$ cat config.mk
export PLATFORM = sky130hd
export DESIGN_NAME = pcap_tcp_header_extractor_unit_flat
export DESIGN_NICKNAME = d
export VERILOG_FILES = /design/src/rtl/pcth_pkg.sv /design/src/rtl/pcth_stream_if.sv /design/src/rtl/pcth_parser.sv /design/src/rtl/pcth_tcp_header_extractor_unit_dummy_guard.sv /design/src/rtl/pcap_tcp_header_extractor_unit.sv /design/src/flat_wrapper.sv
export SDC_FILE = /design/constraint.sdc
export NUM_CORES = 1
export LEC_CHECK = 0
export ABC_CLOCK_PERIOD_IN_PS = 12600
export BUFFER_PORTS_ARGS = -buffer_cell sky130_fd_sc_hd__buf_2
export CAP_MARGIN = 25
export CORE_ASPECT_RATIO = 1.5
export CORE_MARGIN = 4
export CORE_UTILIZATION = 40
export DETAILED_ROUTE_END_ITERATION = 10
export PLACE_DENSITY = 0.59
export SLEW_MARGIN = 25
export SYNTH_ARGS = -nofsm -noshare
export SYNTH_HDL_FRONTEND = slang
export SYNTH_SLANG_ARGS = --single-unit
$ cat constraint.sdc
create_clock -name clk_i -period 12.6 [get_ports clk_i]
set_input_delay 0.63 -clock clk_i [delete_from_list [all_inputs] [get_ports clk_i]]
set_output_delay 0.63 -clock clk_i [all_outputs]
set_load 0.05 [all_outputs]
$ cat src/rtl/pcth_pkg.sv
// Package: types, constants and field offsets shared by the capture header parser.
package pcth_pkg;

  // Capture file framing.
  localparam int unsigned FileHdrBytes   = 24;
  localparam int unsigned TimestampBytes = 8;

  // Body offsets of the captured fields.
  localparam logic [31:0] OffMacSrc  = 32'd6;
  localparam logic [31:0] OffEther   = 32'd12;
  localparam logic [31:0] OffEtherLo = 32'd13;
  localparam logic [31:0] OffVerIhl  = 32'd14;
  localparam logic [31:0] OffTotal   = 32'd16;
  localparam logic [31:0] OffTotalLo = 32'd17;
  localparam logic [31:0] OffProto   = 32'd23;
  localparam logic [31:0] OffIpSrc   = 32'd26;
  localparam logic [31:0] OffIpDst   = 32'd30;
  localparam logic [31:0] OffPorts   = 32'd34;
  localparam logic [31:0] OffSeq     = 32'd38;
  localparam logic [31:0] OffSeqEnd  = 32'd42;
  localparam logic [31:0] TcpOffPos  = 32'd46;

  // Protocol constants.
  localparam logic [15:0] EtherIpv4  = 16'h0800;
  localparam logic [15:0] EtherIpv6  = 16'h86DD;
  localparam logic [3:0]  IpVersion4 = 4'd4;
  localparam logic [3:0]  IpIhlMin   = 4'd5;
  localparam logic [15:0] IpMinTotal = 16'd20;
  localparam logic [7:0]  ProtoTcp   = 8'd6;

  typedef enum logic [2:0] {
    PH_FILE = 3'b001,
    PH_REC  = 3'b010,
    PH_BODY = 3'b100
  } phase_e;

  typedef enum logic [2:0] {
    ST_OK           = 3'd0,
    ST_LEN_MISMATCH = 3'd1,
    ST_BAD_ETHER    = 3'd2,
    ST_BAD_IPHDR    = 3'd3,
    ST_SHORT_TOTAL  = 3'd4,
    ST_NOT_TCP      = 3'd5,
    ST_TRUNCATED    = 3'd6
  } status_e;

  typedef struct packed {
    logic [31:0] captured_len;
    logic [47:0] mac_dest;
    logic [47:0] mac_source;
    logic [15:0] ether_kind;
    logic [15:0] ip_total_length;
    logic [31:0] ip_source;
    logic [31:0] ip_dest;
    logic [15:0] port_source;
    logic [15:0] port_dest;
    logic [31:0] sequence_number;
    logic [3:0]  tcp_header_words;
    status_e     status;
  } res_t;

endpackage

$ cat src/rtl/pcth_stream_if.sv
// Interfaces: the byte input channel and the header result channel.
interface pcth_in_if;
  logic       valid;
  logic       ready;
  logic [7:0] data_byte;

  modport source (output valid, output data_byte, input ready);
  modport sink   (input valid, input data_byte, output ready);
endinterface

interface pcth_out_if;
  logic        valid;
  logic        ready;
  logic [31:0] captured_len;
  logic [47:0] mac_dest;
  logic [47:0] mac_source;
  logic [15:0] ether_kind;
  logic [15:0] ip_total_length;
  logic [31:0] ip_source;
  logic [31:0] ip_dest;
  logic [15:0] port_source;
  logic [15:0] port_dest;
  logic [31:0] sequence_number;
  logic [3:0]  tcp_header_words;
  logic [2:0]  status;

  modport source (
    output valid, output captured_len, output mac_dest, output mac_source,
    output ether_kind, output ip_total_length, output ip_source, output ip_dest,
    output port_source, output port_dest, output sequence_number,
    output tcp_header_words, output status, input ready
  );
  modport sink (
    input valid, input captured_len, input mac_dest, input mac_source,
    input ether_kind, input ip_total_length, input ip_source, input ip_dest,
    input port_source, input port_dest, input sequence_number,
    input tcp_header_words, input status, output ready
  );
endinterface

$ cat src/rtl/pcth_parser.sv
// Parser core: stream position tracking, field capture and result formation.
module pcth_parser (
  input  logic                clk_i,
  input  logic                rst_ni,
  input  logic                take_i,
  input  logic [7:0]          byte_i,
  output logic                res_valid_o,
  output pcth_pkg::res_t      res_o
);
  import pcth_pkg::*;

  phase_e      phase_q, phase_d;
  logic [31:0] pos_q, pos_d;
  logic [31:0] rec_len_q, rec_len_d;
  logic [31:0] orig_len_q, orig_len_d;
  logic [47:0] mac_dst_q, mac_dst_d;
  logic [47:0] mac_src_q, mac_src_d;
  logic [15:0] ether_q, ether_d;
  logic [15:0] total_q, total_d;
  logic [31:0] ip_src_q, ip_src_d;
  logic [31:0] ip_dst_q, ip_dst_d;
  logic [31:0] ports_q, ports_d;
  logic [31:0] seq_q, seq_d;
  status_e     err_q, err_d;
  logic        emitted_q, emitted_d;

  logic [31:0] pos_inc;
  logic [31:0] rel;
  logic        clear_rec;
  logic        emit;
  logic [3:0]  emit_words;
  status_e     emit_status;

  assign pos_inc = pos_q + 32'd1;
  assign rel     = pos_q - 32'(TimestampBytes);

  always_comb begin
    phase_d     = phase_q;
    pos_d       = pos_q;
    rec_len_d   = rec_len_q;
    orig_len_d  = orig_len_q;
    mac_dst_d   = mac_dst_q;
    mac_src_d   = mac_src_q;
    ether_d     = ether_q;
    total_d     = total_q;
    ip_src_d    = ip_src_q;
    ip_dst_d    = ip_dst_q;
    ports_d     = ports_q;
    seq_d       = seq_q;
    err_d       = err_q;
    emitted_d   = emitted_q;
    clear_rec   = 1'b0;
    emit        = 1'b0;
    emit_words  = 4'd0;
    emit_status = ST_OK;

    if (take_i) begin
      unique case (phase_q)
        PH_FILE: begin
          pos_d = pos_inc;
          if (pos_inc >= 32'(FileHdrBytes)) begin
            clear_rec = 1'b1;
          end
        end
        PH_REC: begin
          // Both lengths arrive little-endian after the timestamp.
          if (pos_q >= 32'(TimestampBytes) && pos_q < 32'(TimestampBytes + 4)) begin
            rec_len_d = rec_len_q | ({24'd0, byte_i} << {rel[1:0], 3'b000});
          end else if (pos_q >= 32'(TimestampBytes + 4) &&
                       pos_q < 32'(TimestampBytes + 8)) begin
            orig_len_d = orig_len_q | ({24'd0, byte_i} << {rel[1:0], 3'b000});
          end
          pos_d = pos_inc;
          if (pos_inc >= 32'(TimestampBytes + 8)) begin
            phase_d = PH_BODY;
            pos_d   = 32'd0;
            if (rec_len_d != orig_len_d && err_d == ST_OK) begin
              err_d = ST_LEN_MISMATCH;
            end
            if (rec_len_d == 32'd0) begin
              emit        = 1'b1;
              emit_status = (err_d != ST_OK) ? err_d : ST_TRUNCATED;
              clear_rec   = 1'b1;
            end
          end
        end
        PH_BODY: begin
          if (!emitted_q) begin
            priority if (pos_q < OffMacSrc) begin
              mac_dst_d = {mac_dst_q[39:0], byte_i};
            end else if (pos_q < OffEther) begin
              mac_src_d = {mac_src_q[39:0], byte_i};
            end else if (pos_q <= OffEtherLo) begin
              ether_d = {ether_q[7:0], byte_i};
              if (pos_q == OffEtherLo && ether_d != EtherIpv4 && ether_d != EtherIpv6 &&
                  err_d == ST_OK) begin
                err_d = ST_BAD_ETHER;
              end
            end else if (pos_q == OffVerIhl) begin
              if ((byte_i[7:4] != IpVersion4 || byte_i[3:0] != IpIhlMin) &&
                  err_d == ST_OK) begin
                err_d = ST_BAD_IPHDR;
              end
            end else if (pos_q == OffTotal || pos_q == OffTotalLo) begin
              total_d = {total_q[7:0], byte_i};
              if (pos_q == OffTotalLo && total_d < IpMinTotal && err_d == ST_OK) begin
                err_d = ST_SHORT_TOTAL;
              end
            end else if (pos_q == OffProto) begin
              if (byte_i != ProtoTcp && err_d == ST_OK) begin
                err_d = ST_NOT_TCP;
              end
            end else if (pos_q >= OffIpSrc && pos_q < OffIpDst) begin
              ip_src_d = {ip_src_q[23:0], byte_i};
            end else if (pos_q >= OffIpDst && pos_q < OffPorts) begin
              ip_dst_d = {ip_dst_q[23:0], byte_i};
            end else if (pos_q >= OffPorts && pos_q < OffSeq) begin
              ports_d = {ports_q[23:0], byte_i};
            end else if (pos_q >= OffSeq && pos_q < OffSeqEnd) begin
              seq_d = {seq_q[23:0], byte_i};
            end else begin
              // Bytes between the captured fields carry nothing we keep.
            end
            if (pos_q == TcpOffPos) begin
              emit        = 1'b1;
              emit_words  = byte_i[7:4];
              emit_status = err_d;
              emitted_d   = 1'b1;
            end
          end
          // The position compare is one bit wider so the last possible byte still ends it.
          if ({1'b0, pos_q} + 33'd1 >= {1'b0, rec_len_q}) begin
            if (!emitted_d) begin
              emit        = 1'b1;
              emit_status = (err_d != ST_OK) ? err_d : ST_TRUNCATED;
            end
            clear_rec = 1'b1;
          end else begin
            pos_d = pos_inc;
          end
        end
        default: begin
          clear_rec = 1'b1;
        end
      endcase
    end

    res_o.captured_len     = rec_len_d;
    res_o.mac_dest         = mac_dst_d;
    res_o.mac_source       = mac_src_d;
    res_o.ether_kind       = ether_d;
    res_o.ip_total_length  = total_d;
    res_o.ip_source        = ip_src_d;
    res_o.ip_dest          = ip_dst_d;
    res_o.port_source      = ports_d[31:16];
    res_o.port_dest        = ports_d[15:0];
    res_o.sequence_number  = seq_d;
    res_o.tcp_header_words = emit_words;
    res_o.status           = emit_status;
    res_valid_o            = emit;

    if (clear_rec) begin
      phase_d    = PH_REC;
      pos_d      = 32'd0;
      rec_len_d  = 32'd0;
      orig_len_d = 32'd0;
      mac_dst_d  = 48'd0;
      mac_src_d  = 48'd0;
      ether_d    = 16'd0;
      total_d    = 16'd0;
      ip_src_d   = 32'd0;
      ip_dst_d   = 32'd0;
      ports_d    = 32'd0;
      seq_d      = 32'd0;
      err_d      = ST_OK;
      emitted_d  = 1'b0;
    end
  end

  always_ff @(posedge clk_i or negedge rst_ni) begin
    if (!rst_ni) begin
      phase_q    <= (FileHdrBytes > 0) ? PH_FILE : PH_REC;
      pos_q      <= 32'd0;
      rec_len_q  <= 32'd0;
      orig_len_q <= 32'd0;
      mac_dst_q  <= 48'd0;
      mac_src_q  <= 48'd0;
      ether_q    <= 16'd0;
      total_q    <= 16'd0;
      ip_src_q   <= 32'd0;
      ip_dst_q   <= 32'd0;
      ports_q    <= 32'd0;
      seq_q      <= 32'd0;
      err_q      <= ST_OK;
      emitted_q  <= 1'b0;
    end else begin
      phase_q    <= phase_d;
      pos_q      <= pos_d;
      rec_len_q  <= rec_len_d;
      orig_len_q <= orig_len_d;
      mac_dst_q  <= mac_dst_d;
      mac_src_q  <= mac_src_d;
      ether_q    <= ether_d;
      total_q    <= total_d;
      ip_src_q   <= ip_src_d;
      ip_dst_q   <= ip_dst_d;
      ports_q    <= ports_d;
      seq_q      <= seq_d;
      err_q      <= err_d;
      emitted_q  <= emitted_d;
    end
  end

endmodule

$ cat src/rtl/pcth_tcp_header_extractor_unit_dummy_guard.sv
// Output stage: holds one finished header result until the sink takes it.
module pcth_out_stage (
  input  logic           clk_i,
  input  logic           rst_ni,
  input  logic           load_i,
  input  pcth_pkg::res_t res_i,
  input  logic           take_i,
  output logic           valid_o,
  output pcth_pkg::res_t res_o
);
  import pcth_pkg::*;

  logic valid_q, valid_d;
  res_t res_q;

  // A load and a take in the same cycle keep the stage full with the new item.
  assign valid_d = load_i | (valid_q & ~take_i);

  always_ff @(posedge clk_i or negedge rst_ni) begin
    if (!rst_ni) begin
      valid_q <= 1'b0;
    end else begin
      valid_q <= valid_d;
    end
  end

  always_ff @(posedge clk_i) begin
    if (load_i) begin
      res_q <= res_i;
    end
  end

  assign valid_o = valid_q;
  assign res_o   = res_q;

endmodule

$ cat src/rtl/pcap_tcp_header_extractor_unit.sv
// Top level: capture-stream Ethernet/IPv4/TCP header extractor.
//
//   channel  direction  payload                                   moves
//   in_i     sink       data_byte (8)                             one byte of the capture file
//   out_o    source     captured_len .. status (header fields)    one result per record
//
// Each accepted byte is handled in the cycle it is taken; a record that yields a result
// has it on out_o in the cycle after the byte that completes it (body byte 46, or the last
// byte of a shorter record). The sustained rate is one byte per cycle, set by the single
// output register: in_i stays ready while that register is empty or being drained.
// Reset is asynchronous and active low; it puts the parser back at the file header.
// A stall on out_o holds the waiting result and stops intake only while it lasts.
module pcap_tcp_header_extractor_unit (
  input  logic       clk_i,
  input  logic       rst_ni,
  pcth_in_if.sink    in_i,
  pcth_out_if.source out_o
);
  import pcth_pkg::*;

  logic accept;
  logic res_valid;
  res_t res_new;
  logic out_valid;
  res_t out_res;

  // A new byte may enter whenever the output register is free or is being emptied now,
  // so a finished result blocks the byte that follows it only while the sink stalls it.
  assign in_i.ready = ~out_valid | out_o.ready;
  assign accept     = in_i.valid & in_i.ready;

  // The parser walks the file header, the record header and the body, and forms a
  // result combinationally on the byte that completes a record's header fields or ends it.
  pcth_parser u_parser (
    .clk_i       (clk_i),
    .rst_ni      (rst_ni),
    .take_i      (accept),
    .byte_i      (in_i.data_byte),
    .res_valid_o (res_valid),
    .res_o       (res_new)
  );

  // The output register parts the two handshakes.
  pcth_out_stage u_out (
    .clk_i   (clk_i),
    .rst_ni  (rst_ni),
    .load_i  (res_valid),
    .res_i   (res_new),
    .take_i  (out_o.ready),
    .valid_o (out_valid),
    .res_o   (out_res)
  );

  assign out_o.valid            = out_valid;
  assign out_o.captured_len     = out_res.captured_len;
  assign out_o.mac_dest         = out_res.mac_dest;
  assign out_o.mac_source       = out_res.mac_source;
  assign out_o.ether_kind       = out_res.ether_kind;
  assign out_o.ip_total_length  = out_res.ip_total_length;
  assign out_o.ip_source        = out_res.ip_source;
  assign out_o.ip_dest          = out_res.ip_dest;
  assign out_o.port_source      = out_res.port_source;
  assign out_o.port_dest        = out_res.port_dest;
  assign out_o.sequence_number  = out_res.sequence_number;
  assign out_o.tcp_header_words = out_res.tcp_header_words;
  assign out_o.status           = out_res.status;

  // A waiting result that is not taken must stop intake, or it could be overwritten.
  assert property (@(posedge clk_i) disable iff (!rst_ni)
    out_valid && !out_o.ready |-> !in_i.ready)
    else $error("byte intake open while a result is stalled");

  // The parser only produces a result on a byte that is actually accepted.
  assert property (@(posedge clk_i) disable iff (!rst_ni)
    !accept |-> !res_valid)
    else $error("result formed without an accepted byte");

  // A result loaded by an accepted byte shows up on the output in the next cycle.
  assert property (@(posedge clk_i) disable iff (!rst_ni)
    accept && res_valid |=> out_valid)
    else $error("result lost in the output register");

  // A truncated record never reaches the data offset byte.
  assert property (@(posedge clk_i) disable iff (!rst_ni)
    out_valid && out_o.status == ST_TRUNCATED |-> out_o.tcp_header_words == 4'd0)
    else $error("truncated result carries a data offset");

  // An empty record can never report a clean status.
  assert property (@(posedge clk_i) disable iff (!rst_ni)
    out_valid && out_o.captured_len == 32'd0 |-> out_o.status != ST_OK)
    else $error("empty record reported as ok");

endmodule
$ cat src/flat_wrapper.sv
// flat-port wrapper written by rule: the top's interface ports become plain ports
module pcap_tcp_header_extractor_unit_flat import pcth_pkg::*;
  (clk_i, rst_ni, in_i_valid, in_i_data_byte, in_i_ready, out_o_valid, out_o_captured_len, out_o_mac_dest, out_o_mac_source, out_o_ether_kind, out_o_ip_total_length, out_o_ip_source, out_o_ip_dest, out_o_port_source, out_o_port_dest, out_o_sequence_number, out_o_tcp_header_words, out_o_status, out_o_ready);
  pcth_in_if in_i_i ();
  pcth_out_if out_o_i ();
  input  logic clk_i;
  input  logic rst_ni;
  input wire logic [$bits(in_i_i.valid)-1:0] in_i_valid;
  input wire logic [$bits(in_i_i.data_byte)-1:0] in_i_data_byte;
  output wire logic [$bits(in_i_i.ready)-1:0] in_i_ready;
  output wire logic [$bits(out_o_i.valid)-1:0] out_o_valid;
  output wire logic [$bits(out_o_i.captured_len)-1:0] out_o_captured_len;
  output wire logic [$bits(out_o_i.mac_dest)-1:0] out_o_mac_dest;
  output wire logic [$bits(out_o_i.mac_source)-1:0] out_o_mac_source;
  output wire logic [$bits(out_o_i.ether_kind)-1:0] out_o_ether_kind;
  output wire logic [$bits(out_o_i.ip_total_length)-1:0] out_o_ip_total_length;
  output wire logic [$bits(out_o_i.ip_source)-1:0] out_o_ip_source;
  output wire logic [$bits(out_o_i.ip_dest)-1:0] out_o_ip_dest;
  output wire logic [$bits(out_o_i.port_source)-1:0] out_o_port_source;
  output wire logic [$bits(out_o_i.port_dest)-1:0] out_o_port_dest;
  output wire logic [$bits(out_o_i.sequence_number)-1:0] out_o_sequence_number;
  output wire logic [$bits(out_o_i.tcp_header_words)-1:0] out_o_tcp_header_words;
  output wire logic [$bits(out_o_i.status)-1:0] out_o_status;
  input wire logic [$bits(out_o_i.ready)-1:0] out_o_ready;
  assign in_i_i.valid = in_i_valid;
  assign in_i_i.data_byte = in_i_data_byte;
  assign in_i_ready = in_i_i.ready;
  assign out_o_valid = out_o_i.valid;
  assign out_o_captured_len = out_o_i.captured_len;
  assign out_o_mac_dest = out_o_i.mac_dest;
  assign out_o_mac_source = out_o_i.mac_source;
  assign out_o_ether_kind = out_o_i.ether_kind;
  assign out_o_ip_total_length = out_o_i.ip_total_length;
  assign out_o_ip_source = out_o_i.ip_source;
  assign out_o_ip_dest = out_o_i.ip_dest;
  assign out_o_port_source = out_o_i.port_source;
  assign out_o_port_dest = out_o_i.port_dest;
  assign out_o_sequence_number = out_o_i.sequence_number;
  assign out_o_tcp_header_words = out_o_i.tcp_header_words;
  assign out_o_status = out_o_i.status;
  assign out_o_i.ready = out_o_ready;
  pcap_tcp_header_extractor_unit u_core (.clk_i(clk_i), .rst_ni(rst_ni), .in_i(in_i_i), .out_o(out_o_i));
endmodule
[After elaboration in Yosys (flattened, before gate mapping)]
Cells that the tools add are included.
Storage, ports and cells
  flip-flop bits (word level): 655
  input port bits: 12
  word-level logic and storage cells: 256
Cells by class
  $add $sub $neg: 3
  order comparisons: 18
  eq/ne operators: 17
  shift operators: 1
  multiplexer cells: 147
  bitwise operators: 11
  reduce and logical (&&, ||, !) cells: 32
Operators with widths (number)
  32-bit 2-to-1 mux: 67
  48-bit 2-to-1 mux: 11
  16-bit 2-to-1 mux: 16
  32-bit by 5-bit greater-or-equal comparator with 1-bit output (second input constant): 4
  32-bit by 5-bit equality test with 1-bit output (second input constant): 3
  32-bit by 6-bit < comparator with 1-bit output (second input constant): 3
  3-bit 2-to-1 mux: 32
  32-bit case mux with 3 select lines: 1
  32-bit by 4-bit equality test with 1-bit output (second input constant): 2
  32-bit by 4-bit greater-or-equal comparator with 1-bit output (second input constant): 2
  32-bit by 6-bit greater-or-equal comparator with 1-bit output (second input constant): 2
  32-bit by 5-bit < comparator with 1-bit output (second input constant): 2
  32-bit OR: 2
  32-bit by 1-bit adder with 33-bit output (second input constant): 1
  33-bit by 32-bit greater-or-equal comparator with 1-bit output: 1
  32-bit by 1-bit adder with 32-bit output (second input constant): 1
  32-bit by 6-bit equality test with 1-bit output (second input constant): 1
  32-bit by 4-bit <= comparator with 1-bit output (second input constant): 1
  32-bit zero test: 1
  32-bit by 3-bit < comparator with 1-bit output (second input constant): 1
  32-bit by 4-bit < comparator with 1-bit output (second input constant): 1
  32-bit inequality test: 1
  8-bit by 5-bit left shift with 32-bit output: 1
  16-bit by 5-bit < comparator with 1-bit output (second input constant): 1
  other kinds (25): 71

[Logic depth before layout (Yosys ltp)]
  depth in word-level cells: 18
  gate-level depth with buffers: 20

[By module]
Synthesis repeated with hierarchy kept, for this count alone.
Second synthesis, totals
  cell total of the unflattened synthesis: 2309
  area total of the unflattened synthesis: 28858.9 sq um
By module, submodules not included
  pcth_parser: instances 1, cells an instance 2009, area an instance 19941.6 sq um
  pcth_out_stage: instances 1, cells an instance 298, area an instance 8894.8 sq um
  pcap_tcp_header_extractor_unit: instances 1, cells an instance 2, area an instance 22.5 sq um

[Least setup slack after synthesis]
No wires, ideal clock.
  path kind: reg-to-reg
  start: reg u_core.u_parser.pos_q[1]
  end: reg u_core.u_out.res_q, in the netlist u_core.u_out.res_o[0] (enable)
  library setup time: 0.645 ns
  data arrival time: 8.971 ns
  data required time: 11.955 ns
  path slack: 2.984 ns
  stages on the path, launching flop included: 17
  path buffers: 0
  clock period less this slack: 9.616 ns
  cell sequence: dfrtp_1 > ha_1 > nand3_1 > nor4_4 > and2_1 > nand3_1 > xnor2_1 > ha_1 > nand3_1 > nor3_1 > nand4_1 > a211oi_1 > nor3_1 > nor2b_1 > o22ai_1 > nand2_1 > inv_1
Between the ends
  cells in the longest elaborated chain, start to end: 11
  elaborated cells on any way between the ends: 26
Ends and longest elaborated chain
  start, declared: line pcth_parser.sv:13  | logic [31:0] pos_q, pos_d;
  start signal, assigned: line pcth_parser.sv:198  | pos_q <= pos_d;
  branches (longest 9 deep; another with 32-bit by 1-bit adder with 33-bit output)
  1-bit case mux with 2 select lines (*): line pcth_parser.sv:58  | unique case (phase_q)
  1-bit 2-to-1 mux (*): line pcth_parser.sv:57  | if (take_i) begin
  named net u_core.res_valid: line pcap_tcp_header_extractor_unit.sv:22  | logic res_valid;
  end signal, assigned: line pcth_tcp_header_extractor_unit_dummy_guard.sv:29  | res_q <= res_i;
  end, declared: line pcth_tcp_header_extractor_unit_dummy_guard.sv:14  | res_t res_q;
Mark *: on every way through the listed nets, which the timed path passes. The select of a mux whose other input is x is not followed.
A chain may end at the register's enable or synchronous reset.

[Worst setup path in the final report]
  start: reg u_core.u_parser.pos_q[2]
  end: reg u_core.u_parser.mac_dst_q[33]
Between the ends
  cells in the longest elaborated chain, start to end: 11
  elaborated cells on any way between the ends: 24
Ends and longest elaborated chain
  branches (longest 10 deep; another with 32-bit by 1-bit adder with 33-bit output)
  48-bit 2-to-1 mux (*): line pcth_parser.sv:162  | if (clear_rec) begin
  named net u_core.u_parser.mac_dst_d[33]: line pcth_parser.sv:16  | logic [47:0] mac_dst_q, mac_dst_d;
  end signal, assigned: line pcth_parser.sv:201  | mac_dst_q <= mac_dst_d;
  end, declared: line pcth_parser.sv:16
Marks and branches as above.

==> impl_metrics.yaml <==
drt:
  vias_per_cell: 5.61
  drt_iter0_markers: 1517
  ant_nets: 0
  drtPass1Iterations: 7
  drcViolationCount: 0
  vias: 19617
  routed_wl_um: 84800
  wire_per_inst_um: 24.2
worst_setup_path:
  crit_fanout: 110
  critPathRequiredTime_ns: 13.04
  path_delay_family: "simple AND/OR/NAND/NOR gates"
  cp-start-kind: "flop"
  slowest_stage: "nor4_4"
  timing.rr.start: "u_core.u_parser.pos_q[2]$_DFFE_PN0P_"
  critPathBufInv: 3
  rr_worst_depth: 17
  cp.arrival_ns: 6.75
  rr_endpoint: "u_core.u_parser.mac_dst_q[33]$_DFF_PN0_"
  endpoint_kind: "flop"
  critPathMaxStageDelay_ns: 0.73
  reg2reg_slack_ns: 6.29
  crit_type: "flop to flop"
  crit_chain: "buf_4 -> nand3_1 -> nor4_4 -> and2_1 -> nand2_1 -> xnor2_1 -> ha_1 -> nand4_1 -> nor3_1 -> nand4_1 -> a211oi_1 -> nor3_1 -> and2_1 -> o32ai_4 -> buf_6 -> buf_6 -> a21boi_0"
layout:
  mostFrequentLayoutCell: "dfrtp_1"
  n_antenna_cell: 0
  nFillCells: 6391
  final_cell_mix: "dfrtp_1, buf_2, edfxtp_1"
  final_nets: 2580
  final_util_pct: 46.7
  drive_above_1_share_pct: 27.2
  area.growth.synth_to_final_pct: 16.0
clocking:
  clock_path_buffers: 3
  clock-sinks: 655
  cts_tree: "built"
  postCtsSetupBuffers: 0
  path_clk_slew_ns: 0.07
  cts.hold.buffers_added: 0
  post_cts_resized: 0
  numCtsBuffers: 61
  cts_max_level: 2
  clock_latency_ns: 0.64
  root_buffer: "clkbuf_16"
grt:
  grt_max_degree: 162
  antenna_found_initial: 3
  grt_pass1_wl_um: 127000
  grt_usage_pct: 21.8
  grt_pass1_vias: 20000
  overflow: 0
sta:
  setup_viol: 0
  finalMaxSlewViolations: 0
  layout_min_cycle_time_ns: 6.31
  timing.final.crit_share_pct: 50.1
  slew_headroom_pct: 30.2
  grt_setup_unrepaired: "no"
  tns_ns: 0
  worst_slew_pin_slew_ns: 1.04
  clock.fmax_mhz: 158
  clock_skew_ns: 0.0190
  hold_violations: 0
place:
  portBuffers: 308
  gp_congestion: 0.947
  dp_hpwl_um: 56200
yosys:
  synth.yosys.seq_area_share_pct: 62.3
  synth_seq_cells: 655
  synth_edf_count: 295
  ys_warn_count: 0
  synth_area_sq_mm: 0.0287
  synth_top_flop_cell: "dfrtp_1"
  syn-num-nets: 2337
  synthArstFlopShare_pct: 55.0
  syn_inst: 2288
  synth.distinct_cells: 74
  postSynthAreaPerCell_sq_um: 12.5
die:
  die_y_um: 336
  fp-row-count: 120
  initial_utilization_pct: 40.2
  core_area_sq_mm: 0.0713
  die-area_sq_mm: 0.0762
  ios: 309
  fp.dieW_um: 227
pwr:
  vdd_drop_max_mv: 0.138
  powerDensity_mw_per_mm2: 170
  p_leak_nw: 14.6
worst_hold_path:
  hold_path.class: "primary input to async pin"
run_status:
  status: "finished, final reports clean"
job:
  drv_cap: 0
## layout make-up
type,instances,area (sq um),share of cell area (%)
clock buffers,77,1660,4.98
clock inverters,38,520,1.56
inverters,49,191,0.575
multi-input cells,1425,10100,30.2
flip-flops and latches,655,17900,53.7
well taps,915,1140,3.44
repair buffers,339,1840,5.54
## metal layers
layer	GRT usage (%)	up-vias	share of wire (%)	wire (um)
met5	0	-	0.015	13
met4	10.1	2	5.2	4400
met3	5.18	193	6.8	5770
met2	36.9	690	49	41800
met1	26.4	9915	39	32800
li1	-	8817	-	-
## worst reg2reg max path, cell delays in order (launching register included)
cell and delay (ns):
dfrtp_2 0.34, buf_4 0.56, nand3_1 0.49, nor4_4 0.73, and2_1 0.31, nand2_1 0.10, xnor2_1 0.15, ha_1 0.32
nand4_1 0.18, nor3_1 0.32, nand4_1 0.18, a211oi_1 0.20, nor3_1 0.14, and2_1 0.24, o32ai_4 0.25, buf_6 0.61
buf_6 0.70, a21boi_0 0.32
## per-stage QoR
stage | setup slack, ns | total power [mW] | hold slack (ns) | instances | instance area (sq um)
2_1_floorplan | 2.98 | 3.21 | 0.334 | 2288 | 28700
3_3_place_gp | 6.08 | 3.64 | 0.493 | 3381 | 31000
3_5_place_dp | 5.93 | 3.65 | 0.508 | 3382 | 31100
4_1_cts | 5.90 | 5.68 | 0.0197 | 3497 | 33200
5_1_grt | 5.95 | 5.88 | 0.0611 | 3498 | 33300
6_report | 6.29 | 5.65 | 0.0270 | 3498 | 33300
## flip-flops by register name (all words and copies together), names as in the netlist
name and cells:
u_core.u_out.res_o 295, u_core.u_parser.mac_dst_q 48, u_core.u_parser.mac_src_q 48, u_core.u_parser.err_q 3
u_core.u_parser.seq_q 32, u_core.u_parser.ether_q 16, u_core.u_parser.total_q 16, u_core.u_parser.phase_q 3
u_core.u_parser.ip_src_q 32, u_core.u_parser.emitted_q 1, u_core.u_out.valid_o 1, u_core.u_parser.rec_len_q 32
u_core.u_parser.orig_len_q 32, u_core.u_parser.ip_dst_q 32, u_core.u_parser.pos_q 32, u_core.u_parser.ports_q 32
## Yosys cell counts (22+ instances only)
cell	n	area, sq um
a211oi_1	33	248
a21boi_0	187	1400
a21boi_1	34	255
a21oi_1	91	455
buf_2	31	155
clkbuf_1	108	405
dfrtp_1	359	8980
edfxtp_1	295	8860
ha_1	37	463
inv_1	48	180
mux2_2	225	2530
mux2i_1	24	240
nand2_1	234	878
nand3_1	30	150
nand4_1	24	150
nor2_1	95	357
nor2b_1	55	344
nor3_1	46	230
nor4_1	61	382
o21ai_0	34	170
xnor2_1	22	193
## cell families (layout without fill, tap and decap cells)
group,after synthesis,after routing,share of synthesized area (%)
multiplexers,249,249,9.67
AND/OR/NAND/NOR,633,633,11.0
flip-flops,655,655,62.3
adder cells (fa/ha/maj),37,37,1.61
buffers and inverters,208,503,2.94
AO/OA/AOI/OAI,473,473,11.5
XOR/XNOR,33,33,1.01
## worst max path at each step
stage	startpoint	end	slack [ns]	cells past startpoint
floorplan	u_core.u_parser.pos_q[1]$_DFFE_PN0P_	u_core.u_out.res_o[0]$_SDFFCE_PN0P_	2.98	16
global placement	u_core.u_parser.pos_q[2]$_DFFE_PN0P_	u_core.u_parser.mac_dst_q[16]$_DFF_PN0_	6.08	17
detailed placement	u_core.u_parser.pos_q[2]$_DFFE_PN0P_	u_core.u_parser.mac_dst_q[33]$_DFF_PN0_	5.93	17
CTS	u_core.u_parser.pos_q[2]$_DFFE_PN0P_	u_core.u_parser.ether_q[12]$_DFF_PN0_	5.90	17
global route	u_core.u_parser.pos_q[2]$_DFFE_PN0P_	u_core.u_parser.mac_dst_q[16]$_DFF_PN0_	5.95	17
finish	u_core.u_parser.pos_q[2]$_DFFE_PN0P_	u_core.u_parser.mac_dst_q[33]$_DFF_PN0_	6.29	17
## power breakdown
group / switching [mW] / leakage [nW] / total (mW) / internal [mW]
clock: 0.831 / 1.07 / 2.01 / 1.18
sequential: 0.107 / 7.74 / 2.43 / 2.33
combinational: 0.881 / 5.75 / 1.20 / 0.322
(Power assumes the default switching activity.)
